### config.mk
export PLATFORM = sky130hd
export DESIGN_NAME = bounded_key_set_table_unit
export DESIGN_NICKNAME = d
export VERILOG_FILES = /design/src/hw/rtl/bkst_pkg.sv /design/src/hw/rtl/bkst_store.sv /design/src/hw/rtl/bkst_seq.sv /design/src/hw/rtl/bounded_key_set_table_unit.sv
export SDC_FILE = /design/constraint.sdc
export NUM_CORES = 1
export LEC_CHECK = 0
export BUFFER_PORTS_ARGS = -buffer_cell sky130_fd_sc_hd__buf_4
export CELL_PAD_IN_SITES_DETAIL_PLACEMENT = 1
export CELL_PAD_IN_SITES_GLOBAL_PLACEMENT = 1
export CORE_ASPECT_RATIO = 1.2
export CORE_MARGIN = 1
export CORE_UTILIZATION = 40
export CTS_BUF_LIST = sky130_fd_sc_hd__clkbuf_2
export DETAILED_ROUTE_END_ITERATION = 8
export GPL_TIMING_DRIVEN = 0
export PLACE_DENSITY_LB_ADDON = 0.1
export REMOVE_ABC_BUFFERS = 1
export SETUP_SLACK_MARGIN = 0.2
export SLEW_MARGIN = 10
export SYNTH_ARGS = -nofsm -noshare
export SYNTH_HDL_FRONTEND = slang
export SYNTH_SLANG_ARGS = --single-unit
### constraint.sdc
create_clock -name clk -period 3.17 [get_ports clk]
set_input_delay 0.1585 -clock clk [delete_from_list [all_inputs] [get_ports clk]]
set_output_delay 0.1585 -clock clk [all_outputs]
set_load 0.005 [all_outputs]
### src/hw/rtl/bkst_pkg.sv
package bkst_pkg;

    // Fixed widths of the request and result fields
    localparam int KEY_IN_W = 32;
    localparam int CMD_W    = 2;
    localparam int TOTAL_W  = 5;

    // Command codes
    localparam logic [CMD_W-1:0] CMD_INSERT = 2'd0;
    localparam logic [CMD_W-1:0] CMD_REMOVE = 2'd1;
    localparam logic [CMD_W-1:0] CMD_QUERY  = 2'd2;

    // Sequencer states, one-hot
    typedef enum logic [2:0] {
        ST_IDLE  = 3'b001,
        ST_SCAN  = 3'b010,
        ST_APPLY = 3'b100
    } seq_state_t;

    // Write controls from the sequencer to the slot store
    typedef struct packed {
        logic key_we;
        logic used_set;
        logic used_clr;
    } store_ctl_t;

    // One finished result
    typedef struct packed {
        logic               success;
        logic               full_refusal;
        logic [TOTAL_W-1:0] member_total;
    } result_t;

endpackage

### src/hw/rtl/bkst_store.sv
module bkst_store #(
    parameter int CAPACITY = 16,
    parameter int KW       = 32,
    parameter int IW       = 4
) (
    input  logic                  clk,
    input  logic                  rst_n,
    input  logic [IW-1:0]         rd_addr,
    input  bkst_pkg::store_ctl_t  ctl,
    input  logic [IW-1:0]         wr_addr,
    input  logic [KW-1:0]         wr_key,
    output logic [KW-1:0]         rd_key,
    output logic                  rd_used
);
    import bkst_pkg::*;

    // Key storage; contents undefined until written, guarded by used bits
    logic [KW-1:0]       key_mem [CAPACITY];
    logic [KW-1:0]       rd_key_reg;
    logic [CAPACITY-1:0] used_reg;
    logic [CAPACITY-1:0] used_next;
    logic                rd_used_reg;

    always_ff @(posedge clk)
    begin
        if (ctl.key_we)
        begin
            key_mem[wr_addr] <= wr_key;
        end
        rd_key_reg <= key_mem[rd_addr];
    end

    always_comb
    begin
        used_next = used_reg;
        if (ctl.used_set)
        begin
            used_next[wr_addr] = 1'b1;
        end
        if (ctl.used_clr)
        begin
            used_next[wr_addr] = 1'b0;
        end
    end

    always_ff @(posedge clk or negedge rst_n)
    begin
        if (!rst_n)
        begin
            used_reg    <= '0;
            rd_used_reg <= 1'b0;
        end
        else
        begin
            used_reg    <= used_next;
            rd_used_reg <= used_reg[rd_addr];
        end
    end

    assign rd_key  = rd_key_reg;
    assign rd_used = rd_used_reg;

endmodule

### src/hw/rtl/bkst_seq.sv
module bkst_seq #(
    parameter int CAPACITY = 16,
    parameter int KW       = 32,
    parameter int IW       = 4
) (
    input  logic                          clk,
    input  logic                          rst_n,
    input  logic                          in_valid,
    output logic                          in_ready,
    input  logic [bkst_pkg::CMD_W-1:0]    cmd,
    input  logic [bkst_pkg::KEY_IN_W-1:0] key,
    input  logic                          out_busy,
    output logic                          res_load,
    output bkst_pkg::result_t             res,
    output logic [IW-1:0]                 rd_addr,
    input  logic [KW-1:0]                 rd_key,
    input  logic                          rd_used,
    output bkst_pkg::store_ctl_t          ctl,
    output logic [IW-1:0]                 wr_addr,
    output logic [KW-1:0]                 wr_key
);
    import bkst_pkg::*;

    localparam int CW = $clog2(CAPACITY + 1);

    seq_state_t        state_reg, state_next;
    logic [IW:0]       issue_reg, issue_next;
    logic              chk_vld_reg, chk_vld_next;
    logic [IW-1:0]     chk_idx_reg, chk_idx_next;
    logic              hit_reg, hit_next;
    logic [IW-1:0]     hit_idx_reg, hit_idx_next;
    logic              free_reg, free_next;
    logic [IW-1:0]     free_idx_reg, free_idx_next;
    logic [CW-1:0]     cnt_reg, cnt_next;
    logic [CMD_W-1:0]  cmd_reg, cmd_next;
    logic [KW-1:0]     key_reg, key_next;
    logic              ok;
    logic              full;

    always_comb
    begin
        state_next    = state_reg;
        issue_next    = issue_reg;
        chk_vld_next  = 1'b0;
        chk_idx_next  = chk_idx_reg;
        hit_next      = hit_reg;
        hit_idx_next  = hit_idx_reg;
        free_next     = free_reg;
        free_idx_next = free_idx_reg;
        cnt_next      = cnt_reg;
        cmd_next      = cmd_reg;
        key_next      = key_reg;
        ok            = 1'b0;
        full          = 1'b0;
        res_load      = 1'b0;
        ctl           = '0;
        wr_addr       = hit_idx_reg;
        in_ready      = 1'b0;

        // shared comparator: one slot per cycle, on the registered read data
        if (chk_vld_reg)
        begin
            if (rd_used && (rd_key == key_reg))
            begin
                hit_next     = 1'b1;
                hit_idx_next = chk_idx_reg;
            end
            if (!rd_used && !free_reg)
            begin
                free_next     = 1'b1;
                free_idx_next = chk_idx_reg;
            end
        end

        case (state_reg)
            ST_IDLE:
            begin
                in_ready = 1'b1;
                if (in_valid)
                begin
                    cmd_next   = cmd;
                    key_next   = key[KW-1:0];
                    issue_next = '0;
                    hit_next   = 1'b0;
                    free_next  = 1'b0;
                    state_next = ST_SCAN;
                end
            end
            ST_SCAN:
            begin
                if (issue_reg == (IW+1)'(CAPACITY))
                begin
                    state_next = ST_APPLY;
                end
                else
                begin
                    chk_vld_next = 1'b1;
                    chk_idx_next = issue_reg[IW-1:0];
                    issue_next   = issue_reg + 1'b1;
                end
            end
            ST_APPLY:
            begin
                if (!out_busy)
                begin
                    case (cmd_reg)
                        CMD_INSERT:
                        begin
                            if (!hit_reg)
                            begin
                                if (free_reg)
                                begin
                                    ctl.key_we   = 1'b1;
                                    ctl.used_set = 1'b1;
                                    wr_addr      = free_idx_reg;
                                    cnt_next     = cnt_reg + 1'b1;
                                    ok           = 1'b1;
                                end
                                else
                                begin
                                    full = 1'b1;
                                end
                            end
                        end
                        CMD_REMOVE:
                        begin
                            if (hit_reg)
                            begin
                                ctl.used_clr = 1'b1;
                                wr_addr      = hit_idx_reg;
                                if (cnt_reg != '0)
                                begin
                                    cnt_next = cnt_reg - 1'b1;
                                end
                                ok = 1'b1;
                            end
                        end
                        CMD_QUERY:
                        begin
                            ok = hit_reg;
                        end
                        default:
                        begin
                            ok = 1'b0;
                        end
                    endcase
                    res_load   = 1'b1;
                    state_next = ST_IDLE;
                end
            end
            default:
            begin
                state_next = ST_IDLE;
            end
        endcase
    end

    assign rd_addr          = issue_reg[IW-1:0];
    assign wr_key           = key_reg;
    assign res.success      = ok;
    assign res.full_refusal = full;
    assign res.member_total = TOTAL_W'(cnt_next);

    always_ff @(posedge clk or negedge rst_n)
    begin
        if (!rst_n)
        begin
            state_reg   <= ST_IDLE;
            issue_reg   <= '0;
            chk_vld_reg <= 1'b0;
            hit_reg     <= 1'b0;
            free_reg    <= 1'b0;
            cnt_reg     <= '0;
        end
        else
        begin
            state_reg   <= state_next;
            issue_reg   <= issue_next;
            chk_vld_reg <= chk_vld_next;
            hit_reg     <= hit_next;
            free_reg    <= free_next;
            cnt_reg     <= cnt_next;
        end
    end

    always_ff @(posedge clk)
    begin
        chk_idx_reg  <= chk_idx_next;
        hit_idx_reg  <= hit_idx_next;
        free_idx_reg <= free_idx_next;
        cmd_reg      <= cmd_next;
        key_reg      <= key_next;
    end

endmodule

### src/hw/rtl/bounded_key_set_table_unit.sv
// Bounded key set table: holds up to CAPACITY unique keys.
// Request channel (in_valid/in_ready): cmd and key. cmd 0 inserts an absent
// key into the lowest free slot, 1 removes a present key, 2 queries
// membership; code 3 changes nothing. Only the low KEY_WIDTH bits of key
// (at most 32) are stored and compared.
// Result channel (out_valid/out_ready): success, member_total (count after
// the request, low 5 bits) and full_refusal (insert of an absent key
// refused because every slot is in use).
// The single key comparator walks the slot memory one slot per cycle
// through its registered read port; a last scan step drains the compare
// stage, then the apply state applies the update and loads the result
// and the sequencer returns to idle.
// Reset clears all used bits and the member count; slot keys stay
// undefined until written. The result register lets a new request be
// taken while a result waits; that request then holds in its update cycle
// until the receiver takes the previous result.
module bounded_key_set_table_unit #(
    parameter int CAPACITY  = 16,
    parameter int KEY_WIDTH = 32
) (
    input  logic                           clk,
    input  logic                           rst_n,
    input  logic                           in_valid,
    output logic                           in_ready,
    input  logic [bkst_pkg::CMD_W-1:0]     cmd,
    input  logic [bkst_pkg::KEY_IN_W-1:0]  key,
    output logic                           out_valid,
    input  logic                           out_ready,
    output logic                           success,
    output logic [bkst_pkg::TOTAL_W-1:0]   member_total,
    output logic                           full_refusal
);
    import bkst_pkg::*;

    // stored key width: the request key is 32 bits wide
    localparam int KW = (KEY_WIDTH < KEY_IN_W) ? KEY_WIDTH : KEY_IN_W;
    localparam int IW = $clog2(CAPACITY);

    logic            out_valid_reg;
    result_t         res_reg;
    result_t         res;
    logic            res_load;
    logic            out_busy;
    logic [IW-1:0]   rd_addr;
    logic [IW-1:0]   wr_addr;
    logic [KW-1:0]   rd_key;
    logic [KW-1:0]   wr_key;
    logic            rd_used;
    store_ctl_t      ctl;

    // sequencer may finish only when the result register is free
    assign out_busy = out_valid_reg && !out_ready;

    bkst_seq #(
        .CAPACITY (CAPACITY),
        .KW       (KW),
        .IW       (IW)
    ) u_seq (
        .clk      (clk),
        .rst_n    (rst_n),
        .in_valid (in_valid),
        .in_ready (in_ready),
        .cmd      (cmd),
        .key      (key),
        .out_busy (out_busy),
        .res_load (res_load),
        .res      (res),
        .rd_addr  (rd_addr),
        .rd_key   (rd_key),
        .rd_used  (rd_used),
        .ctl      (ctl),
        .wr_addr  (wr_addr),
        .wr_key   (wr_key)
    );

    bkst_store #(
        .CAPACITY (CAPACITY),
        .KW       (KW),
        .IW       (IW)
    ) u_store (
        .clk     (clk),
        .rst_n   (rst_n),
        .rd_addr (rd_addr),
        .ctl     (ctl),
        .wr_addr (wr_addr),
        .wr_key  (wr_key),
        .rd_key  (rd_key),
        .rd_used (rd_used)
    );

    // result register
    always_ff @(posedge clk or negedge rst_n)
    begin
        if (!rst_n)
        begin
            out_valid_reg <= 1'b0;
        end
        else if (res_load)
        begin
            out_valid_reg <= 1'b1;
        end
        else if (out_ready)
        begin
            out_valid_reg <= 1'b0;
        end
    end

    always_ff @(posedge clk)
    begin
        if (res_load)
        begin
            res_reg <= res;
        end
    end

    assign out_valid    = out_valid_reg;
    assign success      = res_reg.success;
    assign full_refusal = res_reg.full_refusal;
    assign member_total = res_reg.member_total;

endmodule
==> metrics.md, run 1 <==
| Metric | Value |
|---|---|
| Final WS setup | 0.341 ns |
| Layout cells sized above 1 | 37.5% |
| Clk sinks | 631 |
| Status | finished clean |
| Pwr per Cell Area | 660 nW/um2 |
| Hold Startpoint | key[5] |
| Area delta synth->final | 20.6% |
| R2R Path End | u_store.key_mem[6][23] |
| Crit-path max FO | 17 |
| Core Footprint | 58600 um2 |
| Clock Pin Slew Worst Setup and Hold Paths | 0.10 ns |
| First-pass GRT wire length | approximately 85000 um |
| Mapped Cells | roughly 1100 |
| Hold Path End | u_seq.wr_key[5] |
| Port Buf Inserts | 46 |
| Initial antenna violation count | 3 |
| # rows | 97 |
| Layout Nets | 1423 |
| CTS tree | done |
| CTS Buf Count | 157 |
| Gr usage total | 19.7% |
| Worst reg2reg path depth | 9 |
| Dpl ws | -0.438 ns |
| Synth top area share | 71.2% |
| Routed Antenna Nets | 0 |
| Ports | between 40 and 50 |
| Routability congestion estimate | ~0.7 |
| Largest register FFs | slightly above 500 |
| WP data arrival | roughly 3.8 ns |
| Post-synth top cells | 565 x edfxtp_1, 165 x mux4_2, 33 x dfrtp_1, 32 x dfxtp_1, 29 x xor2_1 |
| Synth top area cells | edfxtp_1 71%, mux4_2 16%, dfrtp_1 3.5% |
| Worst Tran Pin Value | just under 1 ns |
| Largest net degree at the start of global routing | 46 |
| Final worst path period share | 89.2% |
| H-tree Lvls | 4 |
| Final setup viols | 0 |
| Relative slew slack | 34.5% |
| Sequential area share after synthesis | 77.5% |
| Fin. Hold Viols | 0 |
| Syn. warnings | 0 |
| Crit path required time | 4.10 ns |
| # DRC | 0 |
| Syn Area/Cell | about 23 um2 |
| Root buffer cell | clkbuf_2 |
| Async set-reset flop share out of synthesis | 5.39% |
| Detailed Place HPWL | between 30000 and 40000 um |
| Setup crit end kind | register |
| R2R Setup Slk | roughly 0.34 ns |
| Hold path cells | 3 |
| Seq cells post-synth | ~630 |
| Die Area | around 61000 um2 |
| Post-synthesis cell type count | 52 |
| Chip Height | between 200 and 300 um |
| CP startpoint kind | register |
| Slew Limit Fails | 0 |
| Unrepaired setup endpoints after global routing | true |
| Most common cell in the synthesized netlist | edfxtp_1 |
| EDFF count, synth | roughly 570 |
| Leakage | 9.57 nW |
| Gr ovfl total | 0 |
| HP Class | in -> reg |
| Fmax | 354 MHz |
| DIE WIDTH | around 220 um |
| VDD IR max | 0.000452 V |
| Avg WL per Cell | about 25 um |
| DRT Pass-1 Iters | 5 |
| Primary FF master, synth | edfxtp_1 |
| Initial Utilization | 40.6% |
| Max Cap Viol | 0 |
| Kind of critical path | reg -> reg |
| Synth area leader | edfxtp_1 |
| DR vias | 11900 |
| Vias per cell | just over 5 |
| Clock Latency Late Sink | between 1 and 1.5 ns |
| Total chip power | 0.0190 W |
| Iteration-0 DRC count of the detailed router | 779 |
| Post-Synthesis Cell Area | between 20000 and 25000 um2 |
| Clk_skew | 0.0842 ns |
| Max clock buf depth | 3 |
| Fillers | 5384 |
| Fin crit period | 2.83 ns |
| Reg2reg start | u_seq.cmd_reg[0] |
| Routed wire length | between 50000 and 60000 um |
| Placed inst area | 26100 um2 |
| Vias in the first global route | about 13000 |
| Total Neg Setup Slack | 0 ns |
| Cell area after layout | 28700 um2 |
critical path, cell delays in order (launching register included):
cell and delay [ns]:
edfxtp_1 0.43, inv_1 0.08, ha_1 0.24, nand3b_1 0.23, nor3_4 0.25, buf_12 0.16
mux2_2 0.45, nor2_4 0.26, buf_12 0.23, buf_12 0.21
routing by layer:
layer / routed length [um] / vias up / track usage (%)
li1: - / 5166 / -
met1: 24400 / 6390 / 25.1
met2: 29100 / 283 / 32.8
met3: 2560 / 80 / 5.24
met4: 1000 / 2 / 6.68
met5: 13 / - / 0
layout by cell type, fill, tap and decap left out, types with 3 or more instances in the layout:
cell           instances
nand3_1                6
nor3b_1                3
buf_12                21
a21oi_1               12
clkinv_1              23
nand2b_1               7
nor3_1                 7
xnor2_1                3
dlygate4sd3_1        107
nor2b_1                5
inv_2                  3
xor2_1                29
clkbuf_2             249
nor4_1                 6
buf_16                23
clkinv_2               3
mux2_2                 4
dfxtp_1               32
buf_4                 57
inv_1                 16
nand3b_1               3
o21ai_0               11
a211oi_1               3
nand4_1                5
dfrtp_4                3
nor2_4                16
a2bb2oi_1             13
edfxtp_1             565
mux4_2               165
nand2_1               12
dfrtp_1               30
ha_1                   7
nor2_1                12
o22a_1                 4
how the worst max path moves through the flow:
| stage | from | end | slack [ns] | cells past startpoint |
|---|---|---|---|---|
| 2_1_floorplan | u_seq.issue_reg[0] | u_seq.chk_idx_reg[0] | -3.48 | 4 |
| 3_3_place_gp | u_seq.issue_reg[0] | u_seq.chk_idx_reg[1] | -6.69 | 4 |
| 3_5_place_dp | u_seq.cmd_reg[0] | u_store.key_mem[10][28] | -0.44 | 8 |
| 4_1_cts | u_seq.cmd_reg[0] | u_store.key_mem[14][13] | 0.22 | 9 |
| 5_1_grt | u_seq.state_reg[2] | u_store.used_reg[10] | 0.17 | 6 |
| 6_report | u_seq.cmd_reg[0] | u_store.key_mem[6][23] | 0.34 | 9 |
kinds of logic (layout without fill, tap and decap cells):
family	count (synthesis)	in the layout	share of synthesized area, %
compound gates	57	57	1.67
xor+xnor	32	32	1.18
fa+ha+maj	7	7	0.368
buf+inv	60	505	1.07
flops	631	631	77.5
mux	172	172	15.9
other cells	0	2	0
simple gates	95	95	2.31
where the power goes:
part / switching [W] / internal [W] / leakage [nW]
sequential: 0.000594 / 0.00978 / 5.81
combinational: 0.00146 / 0.00182 / 2.64
clock: 0.00318 / 0.00213 / 1.11
what timing repair did:
action                                  CTS  global route
hold endpoints to repair                215             0
gates resized for setup                   3             1
pin swaps                                 5             4
endpoints found under the setup margin  527            54
setup buffers                             7             5
hold buffers                            108             0
through the flow:
step	hold WS [ns]	instances	utilization, %
final	0.209	2293	49.0
after global routing	0.0427	2293	49.0
after CTS	0.00356	2286	48.9
after detailed placement	0.161	1891	44.6
after global placement	0.140	1849	42.6
after floorplan	-0.137	1011	-
final cells by class:
class                      count  area (um2)  share of cell area [%]
timing repair buffer         208        2550                    8.89
tap                          792         991                    3.45
clock inverter                31         150                   0.523
inverter                      17        66.3                   0.231
antenna                        2        5.00                  0.0174
sequential                   631       18500                    64.3
multi-input combinational    363        5250                    18.3
clock buffer                 249        1250                    4.34
No activity file was read; power rests on OpenSTA's default activity.
==> inputs of run 2 (changes only) <==
--- a/config.mk
+++ b/config.mk
@@ -14,10 +14,12 @@
 export CTS_BUF_LIST = sky130_fd_sc_hd__clkbuf_2
 export DETAILED_ROUTE_END_ITERATION = 8
 export GPL_TIMING_DRIVEN = 0
-export PLACE_DENSITY_LB_ADDON = 0.1
+export MAX_ROUTING_LAYER = met4
+export PLACE_DENSITY = 0.68
 export REMOVE_ABC_BUFFERS = 1
 export SETUP_SLACK_MARGIN = 0.2
 export SLEW_MARGIN = 10
 export SYNTH_ARGS = -nofsm -noshare
 export SYNTH_HDL_FRONTEND = slang
+export SYNTH_HIERARCHICAL = 1
 export SYNTH_SLANG_ARGS = --single-unit
==> metrics.md, run 2 <==
| Metric | Value |
|---|---|
| Status | finished clean |
| Most frequent cells in the layout | 565 x edfxtp_1, 232 x clkbuf_2, 114 x mux4_2 |
| DRT Pass-1 Iters | 4 (-1) |
| VDD IR max | 0.000387 V (-15%) |
| Register area | 18500 um2 (about the same) |
| DR vias | 12700 (+6.9%) |
| HP Class | in -> reg |
| Commonest non-fill, non-tap cell in the layout | edfxtp_1 |
| Seq cells post-synth | 631 (unchanged) |
| Iteration-0 DRC count of the detailed router | 999 (+28%) |
| Area delta synth->final | 19.6% |
| Syn. warnings | 6 (+6) |
| Crit path required time | 4.08 ns (-0.02 ns) |
| Slowest stage delay, CP | 0.89 ns (+0.44 ns) |
| Worst path bufs/invs | 2 (-2) |
| Crit-path cells | buf_16 > inv_1 > ha_1 > and4bb_1 > nor3_1 |
| Dpl ws | -1.15 ns (-0.715 ns) |
| # DRC | 0 (unchanged) |
| Leakage | 9.75 nW (+1.9%) |
| Crit-path max FO | 38 (+21) |
| Primary FF master, synth | edfxtp_1 |
| Clk_skew | 0.0776 ns (-0.00655 ns) |
| Syn Area/Cell | 20.9 um2 (-7.6%) |
| # rows | 98 (+1.0%) |
| Final WS setup | 0.232 ns (-0.109 ns) |
| Max clock buf depth | 3 (unchanged) |
| Post-synthesis cell type count | 55 (+5.8%) |
| Detailed Place HPWL | 32400 um (+2.1%) |
| Fin. Hold Viols | 0 (unchanged) |
| Initial Utilization | 40.3% (-0.29 points) |
| Routed wire length | 58000 um (+1.6%) |
| Simple-gate portion of the synthesized area | 3.00% (+0.69 points) |
| Relative slew slack | 25.2% (-9.3 points) |
| Clock Power Share | 27.9% (about the same) |
| Unrepaired setup endpoints after global routing | true |
| Clock Pin Slew Worst Setup and Hold Paths | 0.10 ns (about the same) |
| H-tree Lvls | 4 (unchanged) |
| P_int | 0.0138 W (+0.34%) |
| Routed Antenna Nets | 0 (unchanged) |
| Area occupied by multi-input gates | 5290 um2 (+0.88%) |
| Fillers | 5611 (+4.2%) |
| Layout cells sized above 1 | 34.2% (-3.3 points) |
| EDFF count, synth | 565 (unchanged) |
| Root buffer cell | clkbuf_2 |
| Largest net degree at the start of global routing | 40 (-13%) |
| First-pass GRT wire length | 86400 um (+1.9%) |
| Core Footprint | 59500 um2 (+1.4%) |
| Slew Limit Fails | 0 (unchanged) |
| DIE WIDTH | 226 um (+0.36%) |
| Clk sinks | 631 (unchanged) |
| Port Buf Inserts | 46 (unchanged) |
| Largest register FFs | 512 (unchanged) |
| Fmax | 340 MHz (-3.7%) |
| Sequential area share after synthesis | 76.9% (-0.56 points) |
| Routability congestion estimate | 0.758 (+6.3%) |
| Avg WL per Cell | 24.3 um (-2.3%) |
| CP max-delay cell | nor3_1 |
| Total chip power | 0.0194 W (+2.2%) |
| Comb power frac | 18.3% (+1.0 points) |
| Pwr per Cell Area | 675 nW/um2 (+2.2%) |
| Post-synth top cells | 565 x edfxtp_1, 114 x mux4_2, 66 x a22oi_1, 50 x nand2_1, 33 x dfrtp_1 |
| Mux cell area share after synthesis | 12.9% (-3.1 points) |
| Chip Height | 270 um (+0.36%) |
| Layout Nets | 1505 (+5.8%) |
| Vias in the first global route | 14000 (+3.6%) |
| Largest family of logic cells by synthesized area | multiplexers |
| Post-synthesis adder-cell area fraction | 0.365% (-0.0027 points) |
| Switching fraction of total power | 28.9% (+1.3 points) |
| Final worst path period share | 92.7% (+3.5 points) |
| Fin crit period | 2.94 ns (+0.109 ns) |
| Psw | 0.00559 W (+6.9%) |
| Synth top area share | 70.7% (-0.52 points) |
| Synth top area cells | edfxtp_1 71%, mux4_2 11%, dfrtp_1 3.4% |
| Synth area leader | edfxtp_1 |
| Max Cap Viol | 0 (unchanged) |
| Compound-gate portion of the synthesized area | 3.60% (+1.9 points) |
| Ports | 47 (unchanged) |
| Vias per cell | 5.34 (+2.7%) |
| CTS Buf Count | 159 (+1.3%) |
| Worst Tran Pin Value | 1.11 ns (+0.133 ns) |
| Clock Latency Late Sink | 1.31 ns (+0.03 ns) |
| Kind of critical path | reg -> reg |
| Crit path max-delay family | simple AND/OR/NAND/NOR gates |
| Flop pwr share | 53.7% (-1.0 points) |
| Post-Synthesis Cell Area | 24000 um2 (+0.73%) |
| Mapped Cells | 1149 (+9.0%) |
| CTS tree | done |
| WP data arrival | 3.84 ns (+0.08 ns) |
| Final setup viols | 0 (unchanged) |
| Gr usage total | 20.3% (+0.51 points) |
| Gr ovfl total | 0 (unchanged) |
| Setup crit end kind | register |
| Async set-reset flop share out of synthesis | 5.39% (unchanged) |
| Die Area | 61000 um2 (+0.72%) |
| XOR/XNOR Fraction of Synth Area | 1.28% (+0.10 points) |
| CP startpoint kind | register |
| Most common cell in the synthesized netlist | edfxtp_1 |
| Initial antenna violation count | 2 (-1) |
==> run 2: changes by cell type after synthesis, sizes merged, moves of 7 or more <==
cell     before  now
clkbuf       23   32
a31oi         2   21
inv          17   10
a2bb2oi      13    1
mux4        165  132
buf          20   35
a21oi        12   19
xnor2         3   19
xor2         29   16
a22oi         2   66
nand2        12   50
==> run 2: kinds of logic (layout without fill, tap and decap cells) <==
family,after synthesis,count (layout)
adders and majority gates,7,7
muxes,136,136
AOI/OAI and AO/OA,124,124
buffers and inverters,77,508
xor gates and xnor gates,35,35
DFF,631,631
other,0,5
and+or+nand+nor,139,139
==> run 2: layout make-up <==
type                    count  share of cell area (%)
diodes                      5                  0.0436
multi-input cells         441                    18.4
inverters                  10                   0.153
clock buffers             232                    4.04
well taps                 800                    3.49
flip-flops and latches    631                    64.3
clock inverters            49                   0.859
repair buffers            217                    8.65
==> run 2: worst min-delay path: stages <==
cell and delay [ns]:
dlygate4sd3_1 0.53, buf_4 0.10, dlygate4sd3_1 0.54
==> run 2: per-layer routing <==
metal,vias to the layer above,track usage [%],wire (um)
met4,0,7.50,1310
met5,-,-,0
met1,6716,25.0,24100
met3,113,5.91,3650
li1,5448,-,-
met2,462,31.6,28900
==> run 2: timing repair <==
action	4_1_cts	5_1_grt
gates resized for setup	18	12
setup buffers	28	3
hold buffers	93	0
endpoints found under the setup margin	522	248
endpoints found under the hold margin	140	0
pin swaps	16	0
==> run 2: path summary, 6_finish.rpt <==
check	start	to	slack, ns	cells after the start
max in group asynchronous	rst_n	u_store/used_reg[6]	2.48	5
hold reg to reg	u_seq/chk_idx_reg[0]	u_seq/hit_idx_reg[0]	0.47	0
hold / removal	key[25]	u_seq/wr_key[25]	0.14	3
setup reg to reg	u_seq/issue_reg[1]	u_seq/chk_idx_reg[0]	0.23	5
min in group asynchronous	rst_n	u_store/used_reg[15]	0.43	5
setup / recovery	u_seq/issue_reg[1]	u_seq/chk_idx_reg[0]	0.23	5
==> run 2: stage by stage <==
step / hold WS (ns) / area, um2 / util (%) / setup TNS (ns) / cells
finish: 0.139 / 28700 / 48.3 / 0 / 2385
global route: 0.0197 / 28700 / 48.3 / 0 / 2382
CTS: 0.00343 / 28600 / 48.1 / 0 / 2377
detailed placement: 0.148 / 25900 / 43.6 / -309.20 / 1975
global placement: 0.141 / 24900 / 41.9 / -2097.54 / 1928
floorplan: -0.137 / 23600 / - / -540.68 / 1082
==> run 2: power groups by stage <==
stage          clock network, W  logic (W)  registers (W)
3_3_place_gp                  0    0.00253         0.0110
5_1_grt                 0.00599    0.00382         0.0105
3_5_place_dp                  0    0.00330         0.0107
2_1_floorplan                 0    0.00225         0.0107
6_report                0.00541    0.00355         0.0104
4_1_cts                 0.00558    0.00352         0.0105
